==> src/sv/tvic_pkg.sv <==
package tvic_pkg;

  localparam int unsigned TIME_BITS = 24;
  localparam int unsigned QUEUE_DEPTH_DEF = 8;

  localparam logic [1:0] KIND_A = 2'd0;
  localparam logic [1:0] KIND_B = 2'd1;
  localparam logic [1:0] KIND_END = 2'd2;

  localparam logic [1:0] MODE_AND = 2'd0;
  localparam logic [1:0] MODE_OR = 2'd1;

  localparam logic [1:0] VAL_FALSE = 2'd0;
  localparam logic [1:0] VAL_UNKNOWN = 2'd2;

  typedef struct packed {
    logic [1:0]           kind;
    logic [1:0]           value;
    logic [TIME_BITS-1:0] seg_start;
    logic [TIME_BITS-1:0] seg_end;
  } tvic_in_t;

  typedef struct packed {
    logic [1:0]           out_value;
    logic [TIME_BITS-1:0] out_start;
    logic [TIME_BITS-1:0] out_end;
    logic                 last;
    logic                 empty_result;
    logic                 overflow;
  } tvic_out_t;

  typedef struct packed {
    logic [1:0]           value;
    logic [TIME_BITS-1:0] seg_start;
    logic [TIME_BITS-1:0] seg_end;
  } tvic_seg_t;

  typedef struct packed {
    logic      push;
    logic      pop;
    logic      clr;
    tvic_seg_t wseg;
  } tvic_qcmd_t;

  function automatic logic [1:0] tvic_combine(input logic [1:0] mode,
                                              input logic [1:0] v1,
                                              input logic [1:0] v2);
    logic [1:0] r;
    case (mode)
      MODE_AND: begin
        if (v1 != VAL_FALSE && v2 != VAL_FALSE) r = (v1 > v2) ? v1 : v2;
        else r = VAL_FALSE;
      end
      MODE_OR: begin
        if (v1 != VAL_FALSE && v2 != VAL_FALSE) r = (v1 < v2) ? v1 : v2;
        else if (v1 != VAL_FALSE) r = v1;
        else r = v2;
      end
      default: r = (v1 == VAL_UNKNOWN) ? v2 : v1;
    endcase
    return r;
  endfunction

endpackage

==> src/sv/tvic_queue.sv <==
module tvic_queue import tvic_pkg::*; #(
  parameter int unsigned QUEUE_DEPTH = QUEUE_DEPTH_DEF,
  localparam int unsigned Depth = QUEUE_DEPTH + 1,
  localparam int unsigned CntW = $clog2(Depth + 1)
) (
  input  logic            clk_i,
  input  logic            rst_ni,
  input  tvic_qcmd_t      cmd_i,
  output logic [CntW-1:0] count_o,
  output tvic_seg_t       head_o
);

  localparam int unsigned IdxW = (Depth > 1) ? $clog2(Depth) : 1;
  localparam int unsigned SumW = $clog2(2 * Depth);

  tvic_seg_t       mem_q [Depth];
  tvic_seg_t       rdata_q;
  logic [IdxW-1:0] head_q, head_d;
  logic [CntW-1:0] count_q, count_d;
  logic [SumW-1:0] tail_sum;
  logic [IdxW-1:0] tail;

  // circular buffer of Depth entries, tail wraps past the last slot
  assign tail_sum = SumW'(head_q) + SumW'(count_q);
  always_comb begin
    if (tail_sum >= SumW'(Depth)) tail = IdxW'(tail_sum - SumW'(Depth));
    else tail = IdxW'(tail_sum);
  end

  always_comb begin
    head_d  = head_q;
    count_d = count_q;
    if (cmd_i.clr) begin
      head_d  = '0;
      count_d = '0;
    end else if (cmd_i.push) begin
      count_d = count_q + CntW'(1);
    end else if (cmd_i.pop) begin
      head_d  = (head_q == IdxW'(Depth - 1)) ? '0 : head_q + IdxW'(1);
      count_d = count_q - CntW'(1);
    end
  end

  always_ff @(posedge clk_i or negedge rst_ni) begin
    if (!rst_ni) begin
      head_q  <= '0;
      count_q <= '0;
    end else begin
      head_q  <= head_d;
      count_q <= count_d;
    end
  end

  always_ff @(posedge clk_i) begin
    if (cmd_i.push && !cmd_i.clr) mem_q[tail] <= cmd_i.wseg;
    rdata_q <= mem_q[head_q];
  end

  assign count_o = count_q;
  assign head_o  = rdata_q;

endmodule

==> src/sv/three_valued_interval_combiner.sv <==
// Segment item: optional gap filler write, segment write, head check, then a compare
// and head check per pair of heads; a dropped item emits an overflow result. Each
// queue memory's single write port and registered read set these steps. An end item
// pads the earlier operand if needed, compares alike, then emits the final result.
// A result sits in an output register and holds under stall. Reset (asynchronous,
// active low) empties both queues, drops the held result, sets mode three-valued and.
module three_valued_interval_combiner import tvic_pkg::*; #(
  parameter int unsigned QUEUE_DEPTH = QUEUE_DEPTH_DEF
) (
  input  logic       clk_i,
  input  logic       rst_ni,
  input  logic       in_valid_i,
  output logic       in_stall_o,
  input  tvic_in_t   in_data_i,
  output logic       out_valid_o,
  input  logic       out_stall_i,
  output tvic_out_t  out_data_o,
  input  logic       cfg_we_i,
  input  logic [1:0] cfg_wdata_i
);

  localparam int unsigned CntW = $clog2(QUEUE_DEPTH + 2);

  localparam logic [2:0] S_IDLE = 3'd0;
  localparam logic [2:0] S_GAP  = 3'd1;
  localparam logic [2:0] S_SEG  = 3'd2;
  localparam logic [2:0] S_PAD  = 3'd3;
  localparam logic [2:0] S_RD   = 3'd4;
  localparam logic [2:0] S_EV   = 3'd5;
  localparam logic [2:0] S_FIN  = 3'd6;
  localparam logic [2:0] S_OVF  = 3'd7;

  logic [2:0]           state_q, state_d;
  logic [1:0]           op_mode_q;
  logic                 sel_b_q, sel_b_d;
  logic                 is_end_q, is_end_d;
  tvic_seg_t            item_q, item_d;
  tvic_seg_t            fill_q, fill_d;
  logic [TIME_BITS-1:0] last_end_a_q, last_end_a_d;
  logic [TIME_BITS-1:0] last_end_b_q, last_end_b_d;
  tvic_seg_t            held_q, held_d;
  logic                 held_valid_q, held_valid_d;
  logic                 out_valid_q;
  tvic_out_t            out_q;

  tvic_qcmd_t      qa_cmd, qb_cmd;
  logic [CntW-1:0] cnt_a, cnt_b;
  tvic_seg_t       head_a, head_b;

  logic                 can_emit, emit_req;
  tvic_out_t            emit_data;
  logic                 push, pop_a, pop_b, clr;
  tvic_seg_t            wseg;
  logic [TIME_BITS-1:0] le, fin, ov_start, ov_end;
  logic [CntW-1:0]      cnt;
  logic                 gap, hit, fuse;
  logic [1:0]           cv;

  tvic_queue #(.QUEUE_DEPTH(QUEUE_DEPTH)) u_queue_a (
    .clk_i   (clk_i),
    .rst_ni  (rst_ni),
    .cmd_i   (qa_cmd),
    .count_o (cnt_a),
    .head_o  (head_a)
  );

  tvic_queue #(.QUEUE_DEPTH(QUEUE_DEPTH)) u_queue_b (
    .clk_i   (clk_i),
    .rst_ni  (rst_ni),
    .cmd_i   (qb_cmd),
    .count_o (cnt_b),
    .head_o  (head_b)
  );

  assign can_emit   = !out_valid_q || !out_stall_i;
  assign in_stall_o = (state_q != S_IDLE);

  assign le   = (in_data_i.kind == KIND_B) ? last_end_b_q : last_end_a_q;
  assign cnt  = (in_data_i.kind == KIND_B) ? cnt_b : cnt_a;
  assign gap  = in_data_i.seg_start > le;
  assign fin  = (last_end_a_q > last_end_b_q) ? last_end_a_q : last_end_b_q;

  assign ov_start = (head_a.seg_start > head_b.seg_start) ? head_a.seg_start
                                                          : head_b.seg_start;
  assign ov_end   = (head_a.seg_end < head_b.seg_end) ? head_a.seg_end : head_b.seg_end;
  assign hit      = ov_start < ov_end;
  assign cv       = tvic_combine(op_mode_q, head_a.value, head_b.value);
  assign fuse     = held_valid_q && (held_q.value == cv);

  always_comb begin
    state_d      = state_q;
    sel_b_d      = sel_b_q;
    is_end_d     = is_end_q;
    item_d       = item_q;
    fill_d       = fill_q;
    last_end_a_d = last_end_a_q;
    last_end_b_d = last_end_b_q;
    held_d       = held_q;
    held_valid_d = held_valid_q;
    emit_req     = 1'b0;
    emit_data    = '0;
    push         = 1'b0;
    pop_a        = 1'b0;
    pop_b        = 1'b0;
    clr          = 1'b0;
    wseg         = fill_q;

    unique case (state_q)
      S_IDLE: begin
        if (in_valid_i) begin
          sel_b_d  = (in_data_i.kind == KIND_B);
          is_end_d = (in_data_i.kind == KIND_END);
          item_d   = '{value: in_data_i.value, seg_start: in_data_i.seg_start,
                       seg_end: in_data_i.seg_end};
          fill_d   = '{value: VAL_UNKNOWN, seg_start: le, seg_end: in_data_i.seg_start};
          unique case (in_data_i.kind) inside
            KIND_A, KIND_B: begin
              if ((CntW+1)'(cnt) + (gap ? (CntW+1)'(2) : (CntW+1)'(1))
                  > (CntW+1)'(QUEUE_DEPTH)) begin
                state_d = S_OVF;
              end else begin
                state_d = gap ? S_GAP : S_SEG;
              end
            end
            KIND_END: begin
              // pad the operand that finished earlier up to the later end
              if (last_end_a_q < fin) begin
                sel_b_d = 1'b0;
                fill_d  = '{value: VAL_UNKNOWN, seg_start: last_end_a_q, seg_end: fin};
                state_d = S_PAD;
              end else if (last_end_b_q < fin) begin
                sel_b_d = 1'b1;
                fill_d  = '{value: VAL_UNKNOWN, seg_start: last_end_b_q, seg_end: fin};
                state_d = S_PAD;
              end else begin
                state_d = S_RD;
              end
            end
            default: state_d = S_IDLE;
          endcase
        end
      end
      S_GAP: begin
        push    = 1'b1;
        state_d = S_SEG;
      end
      S_SEG: begin
        push = 1'b1;
        wseg = item_q;
        if (sel_b_q) last_end_b_d = item_q.seg_end;
        else last_end_a_d = item_q.seg_end;
        state_d = S_RD;
      end
      S_PAD: begin
        push    = 1'b1;
        state_d = S_RD;
      end
      S_RD: begin
        if (cnt_a != '0 && cnt_b != '0) state_d = S_EV;
        else if (is_end_q) state_d = S_FIN;
        else state_d = S_IDLE;
      end
      S_EV: begin
        // hold the heads while the displaced result cannot leave
        if (!(hit && held_valid_q && !fuse && !can_emit)) begin
          if (hit) begin
            if (fuse) begin
              held_d.seg_end = ov_end;
            end else begin
              emit_req     = held_valid_q;
              emit_data    = '{out_value: held_q.value, out_start: held_q.seg_start,
                               out_end: held_q.seg_end, default: 1'b0};
              held_d       = '{value: cv, seg_start: ov_start, seg_end: ov_end};
              held_valid_d = 1'b1;
            end
          end
          if (head_a.seg_end <= head_b.seg_end) pop_a = 1'b1;
          else pop_b = 1'b1;
          state_d = S_RD;
        end
      end
      S_FIN: begin
        if (can_emit) begin
          emit_req = 1'b1;
          if (held_valid_q) begin
            emit_data = '{out_value: held_q.value, out_start: held_q.seg_start,
                          out_end: held_q.seg_end, last: 1'b1, default: 1'b0};
          end else begin
            emit_data.empty_result = 1'b1;
          end
          clr          = 1'b1;
          last_end_a_d = '0;
          last_end_b_d = '0;
          held_d       = '0;
          held_valid_d = 1'b0;
          is_end_d     = 1'b0;
          state_d      = S_IDLE;
        end
      end
      S_OVF: begin
        if (can_emit) begin
          emit_req           = 1'b1;
          emit_data.overflow = 1'b1;
          state_d            = S_IDLE;
        end
      end
      default: state_d = S_IDLE;
    endcase
  end

  always_comb begin
    qa_cmd      = '0;
    qb_cmd      = '0;
    qa_cmd.wseg = wseg;
    qb_cmd.wseg = wseg;
    qa_cmd.push = push && !sel_b_q;
    qb_cmd.push = push && sel_b_q;
    qa_cmd.pop  = pop_a;
    qb_cmd.pop  = pop_b;
    qa_cmd.clr  = clr;
    qb_cmd.clr  = clr;
  end

  always_ff @(posedge clk_i or negedge rst_ni) begin
    if (!rst_ni) begin
      state_q      <= S_IDLE;
      op_mode_q    <= MODE_AND;
      sel_b_q      <= 1'b0;
      is_end_q     <= 1'b0;
      last_end_a_q <= '0;
      last_end_b_q <= '0;
      held_q       <= '0;
      held_valid_q <= 1'b0;
      out_valid_q  <= 1'b0;
    end else begin
      state_q      <= state_d;
      sel_b_q      <= sel_b_d;
      is_end_q     <= is_end_d;
      last_end_a_q <= last_end_a_d;
      last_end_b_q <= last_end_b_d;
      held_q       <= held_d;
      held_valid_q <= held_valid_d;
      if (cfg_we_i) op_mode_q <= cfg_wdata_i;
      if (can_emit) out_valid_q <= emit_req;
    end
  end

  always_ff @(posedge clk_i) begin
    item_q <= item_d;
    fill_q <= fill_d;
    if (can_emit && emit_req) out_q <= emit_data;
  end

  assign out_valid_o = out_valid_q;
  assign out_data_o  = out_q;

`ifndef SYNTH
  // drain leaves at least one operand queue empty
  a_idle_one_empty: assert property (@(posedge clk_i) disable iff (!rst_ni)
    (state_q == S_IDLE) |-> (cnt_a == '0 || cnt_b == '0))
    else $error("both queues hold segments while idle");

  a_eval_both_heads: assert property (@(posedge clk_i) disable iff (!rst_ni)
    (state_q == S_EV) |-> (cnt_a != '0 && cnt_b != '0))
    else $error("compare without a head in both queues");

  a_fin_clears: assert property (@(posedge clk_i) disable iff (!rst_ni)
    (state_q == S_FIN && can_emit) |=> (!held_valid_q && cnt_a == '0 && cnt_b == '0))
    else $error("end item left state behind");

  a_out_flags: assert property (@(posedge clk_i) disable iff (!rst_ni)
    out_valid_o |-> $onehot0({out_data_o.last, out_data_o.empty_result,
                              out_data_o.overflow}))
    else $error("more than one result flag set");
`endif

endmodule
==> config.mk <==
export PLATFORM = sky130hd
export DESIGN_NAME = three_valued_interval_combiner
export DESIGN_NICKNAME = d
export VERILOG_FILES = /design/src/sv/tvic_pkg.sv /design/src/sv/tvic_queue.sv /design/src/sv/three_valued_interval_combiner.sv
export SDC_FILE = /design/constraint.sdc
export NUM_CORES = 2
export LEC_CHECK = 0
export ABC_AREA = 1
export BUFFER_PORTS_ARGS = -buffer_cell sky130_fd_sc_hd__buf_2
export CAP_MARGIN = 0
export CORE_UTILIZATION = 24
export DETAILED_ROUTE_END_ITERATION = 8
export PLACE_DENSITY_LB_ADDON = 0.1
export SYNTH_ARGS = -nofsm -noshare
export SYNTH_HDL_FRONTEND = slang
export SYNTH_HIERARCHICAL = 1
export SYNTH_SLANG_ARGS = --single-unit
==> constraint.sdc <==
create_clock -name clk_i -period 6.25 [get_ports clk_i]
set_input_delay 0.625 -clock clk_i [delete_from_list [all_inputs] [get_ports clk_i]]
set_output_delay 0.625 -clock clk_i [all_outputs]
set_load 0.01 [all_outputs]
==> impl_metrics.env <==
export IMPL_die_x_um=483
export IMPL_hold_depth=1
export IMPL_power_frac_comb=0.439
export IMPL_reg2reg_depth=24
export IMPL_postCtsSetupBuffers=0
export IMPL_synth_top_area_share=0.569
export IMPL_drive_gt1_frac=0.110
export IMPL_worstSkewPairLatency_ns=0.80
export IMPL_vias=37756
export IMPL_crit_type="register to register"
export IMPL_seq_area_frac_synth=0.661
export IMPL_clock_root_buffer="clkbuf_16"
export IMPL_num_fill_cells=23714
export IMPL_cts_sinks=1274
export IMPL_path_buf_inv=3
export IMPL_layout_commonest_cell="edfxtp_1"
export IMPL_clockBufferDepth=3
export IMPL_yosys_warnings=6
export IMPL_p_seq_frac=0.333
export IMPL_cts_tree="yes"
export IMPL_drc_errors=0
export IMPL_slew_viol_final=0
export IMPL_grt_pass1_vias=37513
export IMPL_grt_pass1_wl_um=269000
export IMPL_ys_types=56
export IMPL_syn2layout_area_growth_pct=17.5
export IMPL_ctsHoldBuffers=22
export IMPL_power_internal_mw=21.9
export IMPL_rsz0062_at_grt="false"
export IMPL_slowest_stage="o21ai_0"
export IMPL_fmax_ghz=0.184
export IMPL_synth_area_leader_cell="edfxtp_1"
export IMPL_critical_path_top_delay_family="simple AND/OR/NAND/NOR gates"
export IMPL_grt_ovfl_total=0
export IMPL_core_area_mm2=0.230
export IMPL_drt_total_wl_um=185000
export IMPL_synth_area_mm2=0.0554
export IMPL_syn_nets=5141
export IMPL_crit_chain="inv_1, ha_1, nand2_1, nor2_1, nor2_1, nand2_1, nand2_1, nand3_2, o21ai_0, ha_1, nand2_1, inv_1, nand3_1, nor3_1, nor4b_1, buf_4, nand2_2, nand4_1, nand2_1, a21oi_1, nor2_1, nor2_1, nand4_1, o21ai_0"
export IMPL_io_buffers=113
export IMPL_critical_path_max_fanout=18
export IMPL_gp_congestion=0.777
export IMPL_switching_share=0.437
export IMPL_crit_top_cell="nand2_1"
export IMPL_cts_inserted_buffers=156
export IMPL_power_density_mw_per_mm2=597
export IMPL_dieArea_mm2=0.233
export IMPL_grt_max_degree=143
export IMPL_power_leakage_nw=23.9
export IMPL_finalHoldViolations=0
export IMPL_required_ns=6.93
export IMPL_post_dp_hpwl_um=118000
export IMPL_syn_avg_cell_area_um2=11.3
export IMPL_routed_via_density=4.61
export IMPL_synth_flop_cell="edfxtp_1"
export IMPL_cp_depth=24
export IMPL_die_y_um=483
export IMPL_worstHoldPathType="primary input to register"
export IMPL_path_clk_slew_ns=0.06
export IMPL_fin_nets=5288
export IMPL_htreeDepth=4
export IMPL_pin_count=114
export IMPL_start_util=0.241
export IMPL_ys_ff_latch=1274
export IMPL_p_switching_mw=17.0
export IMPL_first_iter_violations=2599
export IMPL_worst_pin_slew_ns=1.25
export IMPL_finClkSkew_ns=0.0409
export IMPL_status="finished, final reports clean"
export IMPL_maxSlewHeadroom=0.160
export IMPL_dr_pass1_iters=5
export IMPL_wire_per_inst_um=22.6
export IMPL_critPathCaptureType="register"
export IMPL_min_period_ns=5.44
export IMPL_drtAntennaViolNets=0
export IMPL_cts_resized=0
export IMPL_synth_area_leaders="edfxtp_1 (57%), nand2_1 (5.9%), dfrtp_1 (5.6%)"
export IMPL_async_flop_share=0.0965
export IMPL_drv_cap=0
export IMPL_final_cell_mix="edfxtp_1 (1051), nand2_1 (873), nor2_1 (563), o21ai_0 (538), nand3_1 (236)"
export IMPL_synth_edff_count=1051
export IMPL_start_kind="register"
export IMPL_fin_crit_sh=0.871
export IMPL_finalSetupViolCount=0
export IMPL_setup_tns_ns=0
export IMPL_p_clk_frac=0.227
export IMPL_track_usage=0.158
export IMPL_max_stage_delay_ns=0.84
export IMPL_antenna_found_initial=19
export IMPL_rows=176
export IMPL_syn_instance_count=4886
export IMPL_fin_hold_ws_ns=0.0605
export IMPL_ir_worst_vdd_mv=0.373
export IMPL_crit_arrival_ns=6.13
-- state kept, by name, indices dropped and copies added (netlist names), 4 cells and up --
| register | flops |
|---|---|
| fill_q | 48 |
| held_q | 50 |
| item_q | 50 |
| last_end_a_q | 24 |
| last_end_b_q | 24 |
| out_data_o | 53 |
| u_queue_a/count_o | 4 |
| u_queue_a/head_o | 50 |
| u_queue_a/head_q | 4 |
| u_queue_a/mem_q | 450 |
| u_queue_b/count_o | 4 |
| u_queue_b/head_o | 50 |
| u_queue_b/head_q | 4 |
| u_queue_b/mem_q | 450 |
-- per-layer routing --
metal	track usage	part of all wire	wire [um]
met1	0.226	0.49	90500
met2	0.249	0.45	82800
met3	0.0252	0.044	8120
met4	0.0373	0.020	3650
met5	0	0.000065	12
-- final cells by class --
cell class              instances  area, um2  area share
flip-flops and latches       1274      36700       0.563
well taps                    3026       3790      0.0581
diodes                          2       5.00   0.0000768
multi-input cells            3098      16800       0.258
inverters                     227        868      0.0133
clock buffers                 234       4460      0.0685
repair buffers                276       2040      0.0313
clock inverters                57        497     0.00763
-- worst paths after layout --
check / startpoint / endpoint / slack, ns
worst max-delay path: u_queue_b/head_o[6]$_DFF_P_ / u_queue_a/head_q[2]$_DFFE_PN0P_ / 0.81
worst min-delay path: in_data_i[1] / item_q[1]$_DFFE_PP_ / 0.06
worst max register to register: u_queue_b/head_o[6]$_DFF_P_ / u_queue_a/head_q[2]$_DFFE_PN0P_ / 0.81
worst min register to register: u_queue_a/mem_q[8][28]$_DFFE_PP_ / u_queue_a/head_o[28]$_DFF_P_ / 0.43
max in group asynchronous: rst_ni / op_mode_q[0]$_DFFE_PN0P_ / 4.36
min in group asynchronous: rst_ni / last_end_b_q[7]$_DFFE_PN0P_ / 0.44
-- power groups by stage --
stage	clock [mW]	combinational (mW)	sequential, mW
after global routing	9.44	19.2	13.2
after global placement	0	17.3	13.2
final	8.85	17.1	13.0
after detailed placement	0	17.4	13.2
after CTS	9.14	17.4	13.0
after floorplan	0	10.3	12.7
-- synthesized netlist by cell type (all sizes together) (4+ instances only) --
master	number
dfrtp	123
nand4	75
nand2	884
a21oi	103
inv	225
nand3	241
o21ai	609
xor2	8
nor3	14
mux2	19
o21a	4
buf	94
dfxtp	100
ha	191
o221ai	161
xnor2	6
o22ai	50
fa	5
a31oi	13
clkbuf	193
nor2	591
edfxtp	1051
nor3b	49
o211ai	43
a211oi	7
-- stage by stage --
| stage | area, um2 | instances | power, mW | util | setup WS [ns] |
|---|---|---|---|---|---|
| finish | 65100 | 8194 | 38.9 | 0.284 | 0.805 |
| detailed placement | 59900 | 7878 | 30.5 | 0.261 | 0.747 |
| global placement | 59900 | 7878 | 30.5 | 0.261 | 0.836 |
| floorplan | 55400 | 4886 | 23.1 | - | 0.291 |
| CTS | 65100 | 8191 | 39.6 | 0.284 | 0.735 |
| global route | 65100 | 8193 | 41.9 | 0.284 | 0.164 |
-- kinds of logic (layout without fill, tap and decap cells) --
group / after synthesis / after routing / share of synthesized area
compound gates: 1004 / 1004 / 0.107
xor+xnor: 14 / 14 / 0.00221
fa+ha+maj: 196 / 196 / 0.0449
buf+inv: 514 / 794 / 0.0400
flops: 1274 / 1274 / 0.661
mux: 20 / 20 / 0.00404
other cells: 0 / 2 / 0
simple gates: 1864 / 1864 / 0.141
Power figures use the tool's default switching activity.
